## config.mk

```make
export PLATFORM = sky130hd
export DESIGN_NAME = jaccard_distance_bitset_top_flat
export DESIGN_NICKNAME = d
export VERILOG_FILES = /design/src/hdl/jdb_pkg.sv /design/src/hdl/jdb_if.sv /design/src/hdl/jdb_count.sv /design/src/hdl/jdb_div.sv /design/src/hdl/jaccard_distance_bitset_top.sv /design/src/flat_wrapper.sv
export SDC_FILE = /design/constraint.sdc
export NUM_CORES = 1
export LEC_CHECK = 0
export BUFFER_PORTS_ARGS = -buffer_cell sky130_fd_sc_hd__buf_2
export CAP_MARGIN = 10
export CELL_PAD_IN_SITES_DETAIL_PLACEMENT = 1
export CELL_PAD_IN_SITES_GLOBAL_PLACEMENT = 1
export CORE_ASPECT_RATIO = 1.1
export CORE_MARGIN = 2
export CORE_UTILIZATION = 47
export CTS_BUF_LIST = sky130_fd_sc_hd__clkbuf_4 sky130_fd_sc_hd__clkbuf_8 sky130_fd_sc_hd__clkbuf_16
export CTS_CLUSTER_SIZE = 24
export DETAILED_ROUTE_END_ITERATION = 10
export GPL_TIMING_DRIVEN = 0
export PLACE_DENSITY_LB_ADDON = 0.1
export SLEW_MARGIN = 40
export SYNTH_ARGS = -nofsm -noshare
export SYNTH_HDL_FRONTEND = slang
export SYNTH_SLANG_ARGS = --single-unit
export TNS_END_PERCENT = 20
```

## constraint.sdc

```tcl
create_clock -name clk -period 6 [get_ports clk]
set_input_delay 1.2 -clock clk [delete_from_list [all_inputs] [get_ports clk]]
set_output_delay 1.2 -clock clk [all_outputs]
set_load 0.005 [all_outputs]
```

## src/hdl/jdb_pkg.sv

```systemverilog
// Shared widths, constants and handshake structs of the Jaccard distance block.
package jdb_pkg;

	localparam int unsigned WORD_W = 64;
	localparam int unsigned CHUNK_W = 8;
	localparam int unsigned N_CHUNKS = WORD_W / CHUNK_W;
	localparam int unsigned CHUNK_CNT_W = $clog2(N_CHUNKS);
	localparam int unsigned POP_W = $clog2(CHUNK_W + 1);
	localparam int unsigned SUM_W = 23;
	localparam int unsigned FRAC_W = 16;
	localparam int unsigned DIST_W = FRAC_W + 1;
	localparam int unsigned STEP_W = $clog2(FRAC_W + 1);
	localparam int unsigned MAX_WORDS_DEF = 65536;
	localparam longint unsigned SUM_MAX = (64'd1 << SUM_W) - 64'd1;
	localparam logic [DIST_W-1:0] DIST_ONE = DIST_W'(1) << FRAC_W;
	localparam logic [DIST_W-1:0] DIST_ZERO = '0;

	typedef struct packed {
		logic step;
		logic clear;
	} jdb_cnt_ctl_t;

	typedef struct packed {
		logic             start;
		logic [SUM_W-1:0] dividend;
		logic [SUM_W-1:0] divisor;
	} jdb_div_req_t;

	typedef struct packed {
		logic              done;
		logic [DIST_W-1:0] quotient;
	} jdb_div_rsp_t;

endpackage

```

## src/hdl/jdb_if.sv

```systemverilog
// Valid/ready channel interfaces for word beats and result beats.
interface jdb_word_if;
	logic                       valid;
	logic                       ready;
	logic [jdb_pkg::WORD_W-1:0] word_a;
	logic [jdb_pkg::WORD_W-1:0] word_b;
	logic                       last_word;
	logic                       self_pair;

	modport source (output valid, output word_a, output word_b, output last_word,
		output self_pair, input ready);
	modport sink (input valid, input word_a, input word_b, input last_word,
		input self_pair, output ready);
endinterface

interface jdb_result_if;
	logic                       valid;
	logic                       ready;
	logic [jdb_pkg::DIST_W-1:0] distance;
	logic [jdb_pkg::SUM_W-1:0]  shared_bits;
	logic [jdb_pkg::SUM_W-1:0]  either_bits;

	modport source (output valid, output distance, output shared_bits,
		output either_bits, input ready);
	modport sink (input valid, input distance, input shared_bits,
		input either_bits, output ready);
endinterface

```

## src/hdl/jdb_count.sv

```systemverilog
// Chunk popcount and saturating intersection/union accumulators.
module jdb_count #(
	parameter int unsigned MAX_WORDS = jdb_pkg::MAX_WORDS_DEF
) (
	input  logic                        clk,
	input  logic                        arst_n,
	input  jdb_pkg::jdb_cnt_ctl_t       ctl,
	input  logic [jdb_pkg::CHUNK_W-1:0] chunk_a,
	input  logic [jdb_pkg::CHUNK_W-1:0] chunk_b,
	output logic [jdb_pkg::SUM_W-1:0]   shared_sum,
	output logic [jdb_pkg::SUM_W-1:0]   either_sum
);
	import jdb_pkg::*;

	localparam longint unsigned CAP_RAW = longint'(MAX_WORDS) * longint'(WORD_W);
	localparam longint unsigned CAP = (CAP_RAW > SUM_MAX) ? SUM_MAX : CAP_RAW;
	localparam logic [SUM_W:0] CAP_V = (SUM_W + 1)'(CAP);

	function automatic logic [POP_W-1:0] pop8(input logic [CHUNK_W-1:0] v);
		logic [POP_W-1:0] n;
		n = '0;
		for (int i = 0; i < CHUNK_W; i++) begin
			n = n + POP_W'(v[i]);
		end
		return n;
	endfunction

	logic [SUM_W-1:0] shared_q;
	logic [SUM_W-1:0] either_q;
	logic [SUM_W:0]   shared_add;
	logic [SUM_W:0]   either_add;

	assign shared_add = {1'b0, shared_q} + (SUM_W + 1)'(pop8(chunk_a & chunk_b));
	assign either_add = {1'b0, either_q} + (SUM_W + 1)'(pop8(chunk_a | chunk_b));

	// Clamp per chunk; min(cap, a + x) applied chunk by chunk equals clamping per word.
	always_ff @(posedge clk or negedge arst_n) begin
		if (!arst_n) begin
			shared_q <= '0;
			either_q <= '0;
		end else if (ctl.clear) begin
			shared_q <= '0;
			either_q <= '0;
		end else if (ctl.step) begin
			shared_q <= (shared_add > CAP_V) ? CAP_V[SUM_W-1:0] : shared_add[SUM_W-1:0];
			either_q <= (either_add > CAP_V) ? CAP_V[SUM_W-1:0] : either_add[SUM_W-1:0];
		end
	end

	assign shared_sum = shared_q;
	assign either_sum = either_q;

endmodule

```

## src/hdl/jdb_div.sv

```systemverilog
// Restoring divider: one quotient bit per cycle of (dividend << 16) / divisor.
module jdb_div (
	input  logic                  clk,
	input  logic                  arst_n,
	input  jdb_pkg::jdb_div_req_t req,
	output jdb_pkg::jdb_div_rsp_t rsp
);
	import jdb_pkg::*;

	localparam int unsigned REM_W = SUM_W + 1;

	logic              busy_q;
	logic              done_q;
	logic [STEP_W-1:0] step_q;
	logic [REM_W-1:0]  rem_q;
	logic [SUM_W-1:0]  div_q;
	logic [DIST_W-1:0] quo_q;
	logic [REM_W-1:0]  trial;
	logic              ge;
	logic [REM_W-1:0]  rem_nxt;

	// The first step compares the dividend itself; later steps bring in a zero bit.
	assign trial = (step_q == STEP_W'(FRAC_W)) ? rem_q : {rem_q[REM_W-2:0], 1'b0};
	assign ge = trial >= {1'b0, div_q};
	assign rem_nxt = ge ? (trial - {1'b0, div_q}) : trial;

	always_ff @(posedge clk or negedge arst_n) begin
		if (!arst_n) begin
			busy_q <= 1'b0;
			done_q <= 1'b0;
			step_q <= '0;
		end else begin
			done_q <= 1'b0;
			if (req.start) begin
				busy_q <= 1'b1;
				step_q <= STEP_W'(FRAC_W);
			end else if (busy_q) begin
				if (step_q == '0) begin
					busy_q <= 1'b0;
					done_q <= 1'b1;
				end else begin
					step_q <= step_q - STEP_W'(1);
				end
			end
		end
	end

	always_ff @(posedge clk) begin
		if (req.start) begin
			rem_q <= {1'b0, req.dividend};
			div_q <= req.divisor;
			quo_q <= '0;
		end else if (busy_q) begin
			rem_q <= rem_nxt;
			quo_q <= {quo_q[DIST_W-2:0], ge};
		end
	end

	assign rsp.done = done_q;
	assign rsp.quotient = quo_q;

endmodule

```

## src/hdl/jaccard_distance_bitset_top.sv

```systemverilog
// Top level of the streaming Jaccard distance unit over 64-bit bitset words.
// Each input beat carries one 64-bit word of each bitset. The block takes one beat at a
// time: the word is counted 8 bits per cycle through one popcount/saturating-add unit, so a
// word that is not the last of its pair keeps ready low while its chunks are counted. On the
// last word the block then looks at the totals in an evaluation state and, unless the pair is a
// self pair or the union is empty, runs a restoring divider that yields one quotient bit per
// cycle. The result lands in an output register; the block reopens for the next beat as
// soon as that register is loaded, while the result still waits downstream. distance is
// 1 - shared/either in unsigned Q1.16 (65536 = 1.0, quotient truncated), 65536 for an
// empty union and 0 for a self pair. Both totals saturate at MAX_WORDS * 64, capped at the
// largest 23-bit value, and clear after each result.
module jaccard_distance_bitset_top #(
	parameter int unsigned MAX_WORDS = jdb_pkg::MAX_WORDS_DEF
) (
	input logic         clk,
	input logic         arst_n,
	jdb_word_if.sink    words,
	jdb_result_if.source result
);
	import jdb_pkg::*;

	typedef enum logic [4:0] {
		ST_IDLE = 5'b00001,
		ST_CNT  = 5'b00010,
		ST_EVAL = 5'b00100,
		ST_DIV  = 5'b01000,
		ST_HOLD = 5'b10000
	} state_t;

	state_t                 state_q;
	logic [WORD_W-1:0]      wa_q;
	logic [WORD_W-1:0]      wb_q;
	logic                   last_q;
	logic                   self_q;
	logic [CHUNK_CNT_W-1:0] chunk_q;
	logic [DIST_W-1:0]      dist_q;

	logic                   out_valid_q;
	logic [DIST_W-1:0]      out_dist_q;
	logic [SUM_W-1:0]       out_shared_q;
	logic [SUM_W-1:0]       out_either_q;

	jdb_cnt_ctl_t           cnt_ctl;
	jdb_div_req_t           div_req;
	jdb_div_rsp_t           div_rsp;
	logic [SUM_W-1:0]       shared_sum;
	logic [SUM_W-1:0]       either_sum;

	logic                   in_beat;
	logic                   out_beat;
	logic                   out_load;
	logic                   last_chunk;
	logic                   need_div;

	assign in_beat = words.valid && words.ready;
	assign out_beat = result.valid && result.ready;
	// Load the result register when it is empty or being drained this cycle.
	assign out_load = (state_q == ST_HOLD) && (!out_valid_q || result.ready);
	assign last_chunk = chunk_q == CHUNK_CNT_W'(N_CHUNKS - 1);
	assign need_div = !self_q && (either_sum != '0);

	assign words.ready = state_q == ST_IDLE;

	// Shared popcount and accumulate unit; fed the low chunk of the shifting word registers.
	assign cnt_ctl.step = state_q == ST_CNT;
	assign cnt_ctl.clear = out_load;

	jdb_count #(
		.MAX_WORDS(MAX_WORDS)
	) u_count (
		.clk       (clk),
		.arst_n    (arst_n),
		.ctl       (cnt_ctl),
		.chunk_a   (wa_q[CHUNK_W-1:0]),
		.chunk_b   (wb_q[CHUNK_W-1:0]),
		.shared_sum(shared_sum),
		.either_sum(either_sum)
	);

	// Shared never exceeds either (AND is within OR, and clamping keeps the order);
	// guard the difference anyway.
	assign div_req.start = (state_q == ST_EVAL) && need_div;
	assign div_req.dividend = (either_sum >= shared_sum) ? (either_sum - shared_sum) : '0;
	assign div_req.divisor = either_sum;

	jdb_div u_div (
		.clk   (clk),
		.arst_n(arst_n),
		.req   (div_req),
		.rsp   (div_rsp)
	);

	// Sequencer: take a beat, count it chunk by chunk, then on a last word resolve the
	// distance and park it until the result register can take it.
	always_ff @(posedge clk or negedge arst_n) begin
		if (!arst_n) begin
			state_q <= ST_IDLE;
			chunk_q <= '0;
		end else begin
			case (state_q)
				ST_IDLE: begin
					if (in_beat) begin
						state_q <= ST_CNT;
						chunk_q <= '0;
					end
				end
				ST_CNT: begin
					chunk_q <= chunk_q + CHUNK_CNT_W'(1);
					if (last_chunk) begin
						state_q <= last_q ? ST_EVAL : ST_IDLE;
					end
				end
				ST_EVAL: begin
					state_q <= need_div ? ST_DIV : ST_HOLD;
				end
				ST_DIV: begin
					if (div_rsp.done) begin
						state_q <= ST_HOLD;
					end
				end
				ST_HOLD: begin
					if (out_load) begin
						state_q <= ST_IDLE;
					end
				end
				default: begin
					state_q <= ST_IDLE;
				end
			endcase
		end
	end

	// Word registers: capture on the beat, advance one chunk per counting cycle.
	always_ff @(posedge clk) begin
		if (in_beat) begin
			wa_q <= words.word_a;
			wb_q <= words.word_b;
			last_q <= words.last_word;
			self_q <= words.self_pair;
		end else if (state_q == ST_CNT) begin
			wa_q <= wa_q >> CHUNK_W;
			wb_q <= wb_q >> CHUNK_W;
		end
	end

	// Distance: fixed answers for self pair and empty union, otherwise the quotient.
	always_ff @(posedge clk) begin
		if (state_q == ST_EVAL) begin
			dist_q <= self_q ? DIST_ZERO : DIST_ONE;
		end else if ((state_q == ST_DIV) && div_rsp.done) begin
			dist_q <= div_rsp.quotient;
		end
	end

	// Result register: hold until taken downstream.
	always_ff @(posedge clk or negedge arst_n) begin
		if (!arst_n) begin
			out_valid_q <= 1'b0;
		end else if (out_load) begin
			out_valid_q <= 1'b1;
		end else if (out_beat) begin
			out_valid_q <= 1'b0;
		end
	end

	always_ff @(posedge clk) begin
		if (out_load) begin
			out_dist_q <= dist_q;
			out_shared_q <= shared_sum;
			out_either_q <= either_sum;
		end
	end

	assign result.valid = out_valid_q;
	assign result.distance = out_dist_q;
	assign result.shared_bits = out_shared_q;
	assign result.either_bits = out_either_q;

endmodule

```

## src/flat_wrapper.sv

```systemverilog
// flat-port wrapper written by rule: the top's interface ports become plain ports
module jaccard_distance_bitset_top_flat import jdb_pkg::*;
#(
	parameter int unsigned MAX_WORDS = jdb_pkg::MAX_WORDS_DEF
)
  (clk, arst_n, words_valid, words_word_a, words_word_b, words_last_word, words_self_pair, words_ready, result_valid, result_distance, result_shared_bits, result_either_bits, result_ready);
  jdb_word_if words_i ();
  jdb_result_if result_i ();
  input logic clk;
  input logic arst_n;
  input wire logic [$bits(words_i.valid)-1:0] words_valid;
  input wire logic [$bits(words_i.word_a)-1:0] words_word_a;
  input wire logic [$bits(words_i.word_b)-1:0] words_word_b;
  input wire logic [$bits(words_i.last_word)-1:0] words_last_word;
  input wire logic [$bits(words_i.self_pair)-1:0] words_self_pair;
  output wire logic [$bits(words_i.ready)-1:0] words_ready;
  output wire logic [$bits(result_i.valid)-1:0] result_valid;
  output wire logic [$bits(result_i.distance)-1:0] result_distance;
  output wire logic [$bits(result_i.shared_bits)-1:0] result_shared_bits;
  output wire logic [$bits(result_i.either_bits)-1:0] result_either_bits;
  input wire logic [$bits(result_i.ready)-1:0] result_ready;
  assign words_i.valid = words_valid;
  assign words_i.word_a = words_word_a;
  assign words_i.word_b = words_word_b;
  assign words_i.last_word = words_last_word;
  assign words_i.self_pair = words_self_pair;
  assign words_ready = words_i.ready;
  assign result_valid = result_i.valid;
  assign result_distance = result_i.distance;
  assign result_shared_bits = result_i.shared_bits;
  assign result_either_bits = result_i.either_bits;
  assign result_i.ready = result_ready;
  jaccard_distance_bitset_top #(.MAX_WORDS(MAX_WORDS)) u_core (.clk(clk), .arst_n(arst_n), .words(words_i), .result(result_i));
endmodule
```

## After elaboration in Yosys (flattened, before gate mapping)

Cells that the tools add are included.

| operators by class | value |
|---|---|
| add/sub/neg operators | 20 |
| $lt $le $gt $ge | 4 |
| equal/unequal tests | 12 |
| muxes and demuxes | 38 |
| bitwise operators | 2 |
| reductions and logical operators | 20 |

Operators with widths:

| kind | count |
|---|---|
| 2-to-1 mux 64 bit | 4 |
| 2-to-1 mux 23 bit | 9 |
| 2-to-1 mux 17 bit | 3 |
| adder 23 x 4 -> 24 bit | 2 |
| > comparator 24 x 23 -> 1 bit (second input constant) | 2 |
| 2-to-1 mux 24 bit | 2 |
| 2-to-1 mux 5 bit | 8 |
| adder 4 x 1 -> 4 bit | 8 |
| one-hot mux 5 bit (5 select lines) | 1 |
| >= comparator 24 x 23 -> 1 bit | 1 |
| subtractor 24 x 23 -> 24 bit | 1 |
| >= comparator 23 bit | 1 |
| nonzero test 23 bit | 1 |
| subtractor 23 bit | 1 |
| nonzero test 2 bit | 6 |
| equality test 5 bit (second input constant) | 2 |
| adder 3 x 1 -> 4 bit | 2 |
| AND 8 bit | 1 |
| 2-to-1 mux 1 bit | 8 |
| OR 8 bit | 1 |
| adder 2 x 1 -> 3 bit | 2 |
| logical AND 1 bit | 6 |
| 2-to-1 mux 3 bit | 2 |
| inequality test 2 bit (second input constant) | 3 |
| other kinds (15) | 19 |

| word-level totals | value |
|---|---|
| bits in registers | 336 |
| bits of input ports | 134 |
| output and inout bits | 65 |
| word-level logic and storage cells | 116 |

## Depth between registers and ports, before layout

Gate-level depths: netlist (run 1).

| depth | value |
|---|---|
| depth after elaboration | 13 |
| gate-level depth with buffers | 18 |
| depth with buffers taken out | 17 |

## By module

A second synthesis (run 1) with hierarchy kept.

| unflattened totals | value |
|---|---|
| cell total of the unflattened synthesis | 1,842 |
| area, all modules | 18,392.6 sq um |

Modules (own cells, without submodules):

| module | times used | cells an instance | area each (sq um) | sequential area each (sq um) |
|---|---|---|---|---|
| jaccard_distance_bitset_top | 1 | 904 | 9,919.5 | 6,532.5 |
| jdb_div | 1 | 452 | 4,519.3 | 1,916.8 |
| jdb_count | 1 | 486 | 3,953.8 | 1,151.1 |

## Worst setup path after synthesis (run 1)

No wires, ideal clock.

| timing | value |
|---|---|
| path kind | input-to-reg |
| from | in words_valid |
| to | reg u_core.wa_q[0] (enable) |
| setup time | 1.109 ns |
| data arrival time | 4.237 ns |
| required time | 4.891 ns |
| path slack | 0.654 ns |
| cell stages on the path | 5 |
| path buffers | 3 |
| cells stage by stage | clkbuf_1 -> nand2_1 -> clkbuf_1 -> clkbuf_1 -> nand2_1 |

| between the ends | value |
|---|---|
| cells in the longest elaborated chain, start to end | 2 |

Ends and longest elaborated chain:

| what | RTL line | RTL |
|---|---|---|
| start: declaration | flat_wrapper.sv:11 | `input wire logic [$bits(words_i.valid)-1:0] words_valid;` |
| logical AND 1 bit | jaccard_distance_bitset_top.sv:55 | `assign in_beat = words.valid && words.ready;` |
| nonzero test 2 bit (no source line) | -- |  |
| end signal: assignment | jaccard_distance_bitset_top.sv:136 | `wa_q <= words.word_a;` |
| end signal: assignment | jaccard_distance_bitset_top.sv:141 | `wa_q <= wa_q >> CHUNK_W;` |
| end: declaration | jaccard_distance_bitset_top.sv:31 | `logic [WORD_W-1:0] wa_q;` |

No other way between the ends.
A chain may end at the register's enable or synchronous reset.

## Final worst setup path (run 1)

| timing | value |
|---|---|
| from | reg u_core.wa_q[0] |
| to | reg u_core.u_count.either_q[15] (netlist: u_core.u_count.either_sum[15]) |

| between the ends | value |
|---|---|
| cells in the longest elaborated chain, start to end | 13 |

Ends and longest elaborated chain:

| what | RTL line | RTL |
|---|---|---|
| OR 8 bit (*) | jdb_count.sv:34 | `assign either_add = {1'b0, either_q} + (SUM_W + 1)'(pop8(chunk_a \| chunk_b));` |
| adder 1 x 1 -> 2 bit (*) | jdb_count.sv:23 | `n = n + POP_W'(v[i]);` |
| adder 2 x 1 -> 3 bit (*) | jdb_count.sv:23 |  |
| adder 3 x 1 -> 4 bit (*) | jdb_count.sv:23 |  |
| adder 4 x 1 -> 4 bit (*) (4 in a row) | jdb_count.sv:23 |  |
| adder 23 x 4 -> 24 bit (*) | jdb_count.sv:34 |  |
| > comparator 24 x 23 -> 1 bit | jdb_count.sv:46 | `either_q <= (either_add > CAP_V) ? CAP_V[SUM_W-1:0] : either_add[SUM_W-1:0];` |
| 2-to-1 mux 23 bit (*) | jdb_count.sv:46 |  |
| 2-to-1 mux 23 bit (*) | jdb_count.sv:44 | `end else if (ctl.step) begin` |
| 2-to-1 mux 23 bit (*) | jdb_count.sv:41 | `end else if (ctl.clear) begin` |
| end signal: assignment | jdb_count.sv:46 |  |
| end: declaration | jdb_count.sv:29 | `logic [SUM_W-1:0] either_q;` |

Every way passes the cells marked *; elsewhere a longest branch is shown, timed or not. The select of a mux whose other input is x is not followed.

==> flow_summary_export.csv, run 1 <==
group,metric,value,unit
setup_path,r2r_setup_slack,340,ps
timing,drv_slew,0,
global_routing,grt_max_degree,49,
finish,area_delta_synth_final,16.9,%
route,route.detailed.drc,0,
floorplanning,dieArea,0.0395,mm^2
floorplanning,start_util,0.479,
place,place_congestion,0.893,
timing,worst_slew_pin_slew,838,ps
timing,setup_violations,0,
timing,clock.fmax,177,MHz
global_routing,grt_pass1_wl,80.5,mm
timing,post-route-period-util,0.943,
min_path,min_from,"u_core.dist_q[2]",
setup_path,regToRegStartpoint,"u_core.wa_q[0]",
setup_path,ff2ff_path_depth,15,
floorplanning,core.rowCount,74,
synthesis,yosys_warnings,0,
cts,cts_tree,"built",
finish,multi_input_area,0.00761,mm^2
cts,cts_resized,0,
setup_path,cp.required,6420,ps
route,wire_per_inst,20.3,um
finish,final_cell_mix,"nand2_1 (421), edfxtp_1 (256), buf_2 (204), nor2_1 (96), inv_1 (72)",
synthesis,synth.cell_area,0.0178,mm^2
synthesis,ys_ff_latch,336,
synthesis,synth_area_per_cell,10.4,um^2
cts,cts.sinks,336,
route,detail-route-antenna-nets,0,
min_path,hold_path_class,"register to register",
flow_run,drv_cap,0,
floorplanning,io_pins,199,
floorplanning,core_area,0.0372,mm^2
cts,clockBufferDepth,3,
place,io_buffers,197,
timing,tns,0,ps
finish,seqCellArea,0.00960,mm^2
cts,numCtsBuffers,37,
setup_path,cp_data_arrival_time,6070,ps
route,vias,13800,
timing,hold_viol,0,
power_and_ir_drop,power_leakage,8.93,nW
route,first_iter_violations,710,
synthesis,async_flop_share,0.185,
route,dr.pass1.iters,5,
route,drt_wl_total,50.4,mm
setup_path,crit_type,"register to register",
cts,htreeDepth,2,
cts,clock_tree.root_cell,"clkbuf_16",
setup_path,worstSetupStartpointType,"register",
finish,nets,2165,
global_routing,antenna_found_initial,9,
min_path,whs_endpoint,"u_core.result.distance[2]",
cts,cts_setup_buffers,0,
timing,fin_skew,13.7,ps
min_path,whs_path_depth,0,
route,viasPerCell,5.56,
floorplanning,die_h,208,um
timing,timing.hold.ws,420,ps
setup_path,critPathMaxFanout,10,
global_routing,first_global_vias,15000,
synthesis,post_synth_num_cell_types,88,
finish,drive_gt1_frac,0.177,
global_routing,grt_overflow,0,
place,dp_hpwl,38.1,mm
global_routing,grt.total_usage,0.259,
status,status,"complete, no violations",
cts,worstSkewPairLatency,530,ps
cts,hold_buffers,0,
synthesis,syn_inst,1716,
power_and_ir_drop,ir_drop,0.256,mV
timing,maxSlewHeadroom,0.438,
finish,layout_commonest_cell,"nand2_1",
synthesis,synth_fp_nets,1924,
setup_path,endpoint_kind,"register",
power_and_ir_drop,power_density,577,mW/mm^2
synthesis,synth-edff-count,256,
synthesis,ys_seq_area_frac,0.539,
timing,rsz0062_at_grt,"no",
synthesis,synth_flop_cell,"edfxtp_1",
setup_path,r2r-end,"u_core.u_count.either_sum[15]",
floorplanning,die_w,190,um
timing,fin_crit,5660,ps
finish,n_fill_cell,4184,
cts,path_clk_slew,60,ps
==> worst max-delay path, cell delays in order, from the launching register on <==
cell      delay, ps
edfxtp_1        430
or2_2           320
fa_1            510
fa_1            550
inv_1            60
fa_1            500
fa_1            480
fa_1            430
nand2b_1        260
a211oi_4        500
nand4_1         190
and2_1          230
or3_1           410
o21bai_2        340
buf_4           240
nor2_1           80
==> flip-flops by register name (all words and copies together) (netlist names), 23 cells and up <==
signal,flops
u_core.wa_q,64
u_core.wb_q,64
u_core.u_div.rem_q,24
u_core.result.either_bits,23
u_core.result.shared_bits,23
u_core.u_count.either_sum,23
u_core.u_count.shared_sum,23
u_core.u_div.div_q,23
==> worst max path at each step <==
| stage | from | cells past startpoint | endpoint |
|---|---|---|---|
| global route | u_core.wa_q[0] | 15 | u_core.u_count.either_sum[15] |
| detailed placement | u_core.wa_q[0] | 15 | u_core.u_count.either_sum[15] |
| global placement | words_valid | 5 | u_core.wb_q[42] |
| CTS | u_core.wa_q[0] | 15 | u_core.u_count.either_sum[15] |
| floorplan | words_valid | 5 | u_core.wa_q[0] |
| finish | u_core.wa_q[0] | 15 | u_core.u_count.either_sum[15] |
==> cell usage after synthesis (all sizes together), types with 37 or more instances <==
cell type  instances  area share
nand2            423       0.090
mux2i             40       0.022
xnor2             53       0.026
and3              37       0.013
a21oi             49       0.014
o21ai             67       0.019
edfxtp           256        0.43
nor2              96       0.020
clkbuf            62       0.014
dfrtp             61       0.086
ha                62       0.044
inv               73       0.015
==> logic make-up after synthesis <==
logic type / synth area share
adders and majority gates: 0.0570
buffers and inverters: 0.0355
AOI/OAI and AO/OA: 0.103
and+or+nand+nor: 0.189
DFF: 0.539
xor gates and xnor gates: 0.0393
muxes: 0.0376
==> metrics by stage <==
step | setup WS, ps | instance area (um^2) | utilization | total power [mW] | std cells
after floorplan | 654 | 17800 | - | 8.06 | 1716
after global placement | -1230 | 19400 | 0.522 | 9.49 | 2407
after detailed placement | 365 | 19600 | 0.526 | 9.71 | 2412
after CTS | 322 | 20800 | 0.559 | 12.1 | 2480
after global routing | 113 | 20800 | 0.559 | 12.9 | 2481
final | 345 | 20800 | 0.560 | 12.0 | 2485
==> cell type report <==
| type | instances | share of cell area |
|---|---|---|
| Buffer | 76 | 0.0176 |
| Sequential cell | 336 | 0.461 |
| Inverter | 73 | 0.0132 |
| Clock buffer | 48 | 0.0519 |
| Tap cell | 494 | 0.0297 |
| Multi-Input combinational cell | 1231 | 0.366 |
| Clock inverter | 20 | 0.00775 |
| Timing Repair Buffer | 202 | 0.0528 |
| Antenna cell | 5 | 0.000601 |
==> metal layers <==
| layer | global-route usage | part of all wire | vias up |
|---|---|---|---|
| li1 | - | - | 6584 |
| met1 | 0.297 | 0.39 | 6804 |
| met2 | 0.470 | 0.52 | 324 |
| met3 | 0.0525 | 0.051 | 107 |
| met4 | 0.101 | 0.037 | 10 |
| met5 | 0 | 0.0012 | - |
==> power by group <==
part,leakage [nW],total [mW],switching [mW],internal (mW)
clock network,0.600,2.30,0.942,1.36
logic,4.89,5.76,3.50,2.26
registers,3.44,3.95,0.380,3.57
(Power assumes the default switching activity.)
==> inputs of run 2 (changes only) <==
- ABC_AREA: unset -> 1
- CORE_UTILIZATION: 47 -> 45
==> run 2 against run 1 <==
Power is 8.3% lower; flip-flop and latch count stayed put; first-iteration DRC count is 5.6% higher; worst hold slack worse by 5.7 ps; sequential power is 4% lower; combinational power is 15% lower; final cell count is 21% higher; register-to-register slack better by 640 ps; critical path depth is 4 higher; sequential share of layout area is 1.1 points lower.
==> flow_summary_export.csv, run 2 <==
group,metric,value,unit
cts,worstSkewPairLatency,560,ps
cts,clock_tree.root_cell,"clkbuf_16",
cts,hold_buffers,0,
global_routing,grt_max_degree,43,
floorplanning,io_pins,199,
min_path,whs_endpoint,"u_core.result.distance[12]",
timing,drv_slew,0,
synthesis,synth.cell_area,0.0183,mm^2
floorplanning,dieArea,0.0424,mm^2
setup_path,critPathMaxFanout,10,
route,vias,15600,
cts,numCtsBuffers,38,
cts,cts_resized,0,
synthesis,ys_ff_latch,336,
floorplanning,die_w,196,um
timing,maxSlewHeadroom,0.393,
power_and_ir_drop,finalPower,11.0,mW
finish,top_regs,"u_core.wa_q (64), u_core.wb_q (64), u_core.u_div.rem_q (24)",
cts,cts_tree,"built",
timing,fin_crit,5010,ps
floorplanning,core.rowCount,77,
setup_path,r2r-end,"u_core.u_count.shared_sum[13]",
synthesis,synth_most_common_cell,"nand2_1",
power_and_ir_drop,power_leakage,9.92,nW
place,io_buffers,198,
min_path,hold_path_class,"register to register",
floorplanning,start_util,0.456,
power_and_ir_drop,ir_drop,0.274,mV
global_routing,grt.total_usage,0.268,
cts,clockBufferDepth,3,
route,viasPerCell,5.21,
cts,cts_setup_buffers,0,
route,wire_per_inst,18.6,um
timing,fin_skew,12.3,ps
route,route.detailed.drc,0,
finish,area_delta_synth_final,16.4,%
floorplanning,die_h,216,um
place,place_congestion,0.909,
finish,nets,2655,
setup_path,r2r_setup_slack,990,ps
synthesis,yosys-top-cells-count,"nand2_1 (873), edfxtp_1 (256), inv_1 (243)",
synthesis,async_flop_share,0.185,
finish,drive_gt1_frac,0.128,
finish,multi_input_area,0.00757,mm^2
cts,htreeDepth,2,
finish,seqCellArea,0.00960,mm^2
setup_path,endpoint_kind,"register",
cts,path_clk_slew,60,ps
synthesis,post_synth_num_cell_types,46,
timing,hold_viol,0,
power_and_ir_drop,power_density,516,mW/mm^2
timing,clock.fmax,199,MHz
synthesis,synth_top_area_frac,0.419,
synthesis,ys_top_cells_by_area,"edfxtp_1 (42%), nand2_1 (18%), dfrtp_1 (8.3%)",
synthesis,synth_top_cell_by_area,"edfxtp_1",
synthesis,synth_fp_nets,2412,
timing,worst_slew_pin_slew,901,ps
global_routing,first_global_vias,16600,
route,drt_wl_total,55.6,mm
global_routing,grt_overflow,0,
setup_path,ff2ff_path_depth,19,
timing,rsz0062_at_grt,"no",
synthesis,ys_seq_area_frac,0.524,
timing,tns,0,ps
finish,n_fill_cell,4870,
setup_path,regToRegStartpoint,"u_core.u_count.shared_sum[0]",
timing,post-route-period-util,0.836,
setup_path,cp_data_arrival_time,5500,ps
finish,final_cell_mix,"nand2_1 (872), edfxtp_1 (256), inv_1 (241), buf_2 (215), nor2_1 (189)",
setup_path,crit_type,"register to register",
flow_run,drv_cap,0,
setup_path,cp.required,6490,ps
place,dp_hpwl,43.2,mm
synthesis,synth-edff-count,256,
min_path,whs_path_depth,0,
synthesis,synth_area_per_cell,8.32,um^2
route,dr.pass1.iters,4,
place,placed_area,0.0201,mm^2
floorplanning,core_area,0.0402,mm^2
synthesis,synth_flop_cell,"edfxtp_1",
global_routing,antenna_found_initial,10,
setup_path,worstSetupStartpointType,"register",
synthesis,yosys_warnings,0,
min_path,min_from,"u_core.dist_q[12]",
route,first_iter_violations,750,
route,detail-route-antenna-nets,0,
finish,layout_commonest_cell,"nand2_1",
timing,setup_violations,0,
global_routing,grt_pass1_wl,88.7,mm
cts,cts.sinks,336,
synthesis,syn_inst,2204,
status,status,"complete, no violations",
finish,stdcell_area,0.0213,mm^2
[run 2: cell count changes after synthesis, sizes merged, moves of 31 or more]
| cell | change |
|---|---|
| inv | +171 |
| xnor2 | -31 |
| nand3 | +80 |
| and2 | -31 |
| mux2i | -40 |
| a21oi | +32 |
| nor2 | +100 |
| and3 | -36 |
| nand2 | +453 |
[run 2: layer usage]
layer / global-route usage / wire length [um] / vias up
met5: 0 / 32 / -
met4: 0.0816 / 1340 / 6
met3: 0.0453 / 2400 / 84
met2: 0.493 / 28600 / 280
met1: 0.320 / 23100 / 7574
li1: - / - / 7659
[run 2: through the flow]
step | hold slack (ps) | setup WS, ps | cells | utilization
4_1_cts | 416 | 964 | 2989 | 0.531
5_1_grt | 421 | 656 | 2992 | 0.531
2_1_floorplan | 400 | 1310 | 2204 | -
6_report | 415 | 986 | 2995 | 0.531
3_3_place_gp | 404 | -545 | 2915 | 0.497
3_5_place_dp | 410 | 991 | 2920 | 0.500
[run 2: cell families after synthesis]
| logic type | after synthesis | synth area share |
|---|---|---|
| buffers and inverters | 302 | 0.0643 |
| AO/OA/AOI/OAI | 203 | 0.0632 |
| AND/OR/NAND/NOR | 1250 | 0.275 |
| flip-flops | 336 | 0.524 |
| adder cells (fa/ha/maj) | 74 | 0.0554 |
| XOR/XNOR | 39 | 0.0186 |
[run 2: worst max path at each step]
stage                                             from                            end  slack, ps  cells after the start
after floorplan                            words_valid              u_core.chunk_q[1]       1310                      4
after global placement               u_core.state_q[0]                u_core.wb_q[22]       -540                      4
after detailed placement                u_core.wb_q[0]   u_core.u_count.either_sum[1]        990                     19
after CTS                               u_core.wb_q[0]  u_core.u_count.either_sum[14]        960                     19
after global routing      u_core.u_count.shared_sum[0]  u_core.u_count.shared_sum[14]        660                     20
final                     u_core.u_count.shared_sum[0]  u_core.u_count.shared_sum[13]        990                     19
[run 2: cell type report]
type	count	share of cell area
timing repair buffer	203	0.0518
inverter	245	0.0432
antenna	6	0.000703
clock inverter	19	0.00686
multi-input combinational	1566	0.355
sequential	336	0.450
buffer	57	0.0122
clock buffer	50	0.0508
tap	513	0.0301
[run 2: where the power goes]
group | leakage, nW | switching [mW] | total (mW) | internal, mW
Sequential | 3.37 | 0.311 | 3.80 | 3.49
Combinational | 5.93 | 3.26 | 4.91 | 1.66
Clock | 0.619 | 0.940 | 2.30 | 1.36
Total | 9.92 | 4.51 | 11.0 | 6.51
[run 2: critical path, stage by stage (launching register included)]
cell	delay, ps
dfrtp_1	480
fa_1	570
inv_1	60
fa_1	540
inv_1	60
fa_1	500
fa_1	570
inv_1	120
fa_1	260
nor2_1	70
nor2_1	310
nand2_1	100
nand2_1	120
nand3_1	100
nor3_1	250
nand3_1	160
o21bai_2	280
buf_4	250
nand2_1	80
nand2_1	60
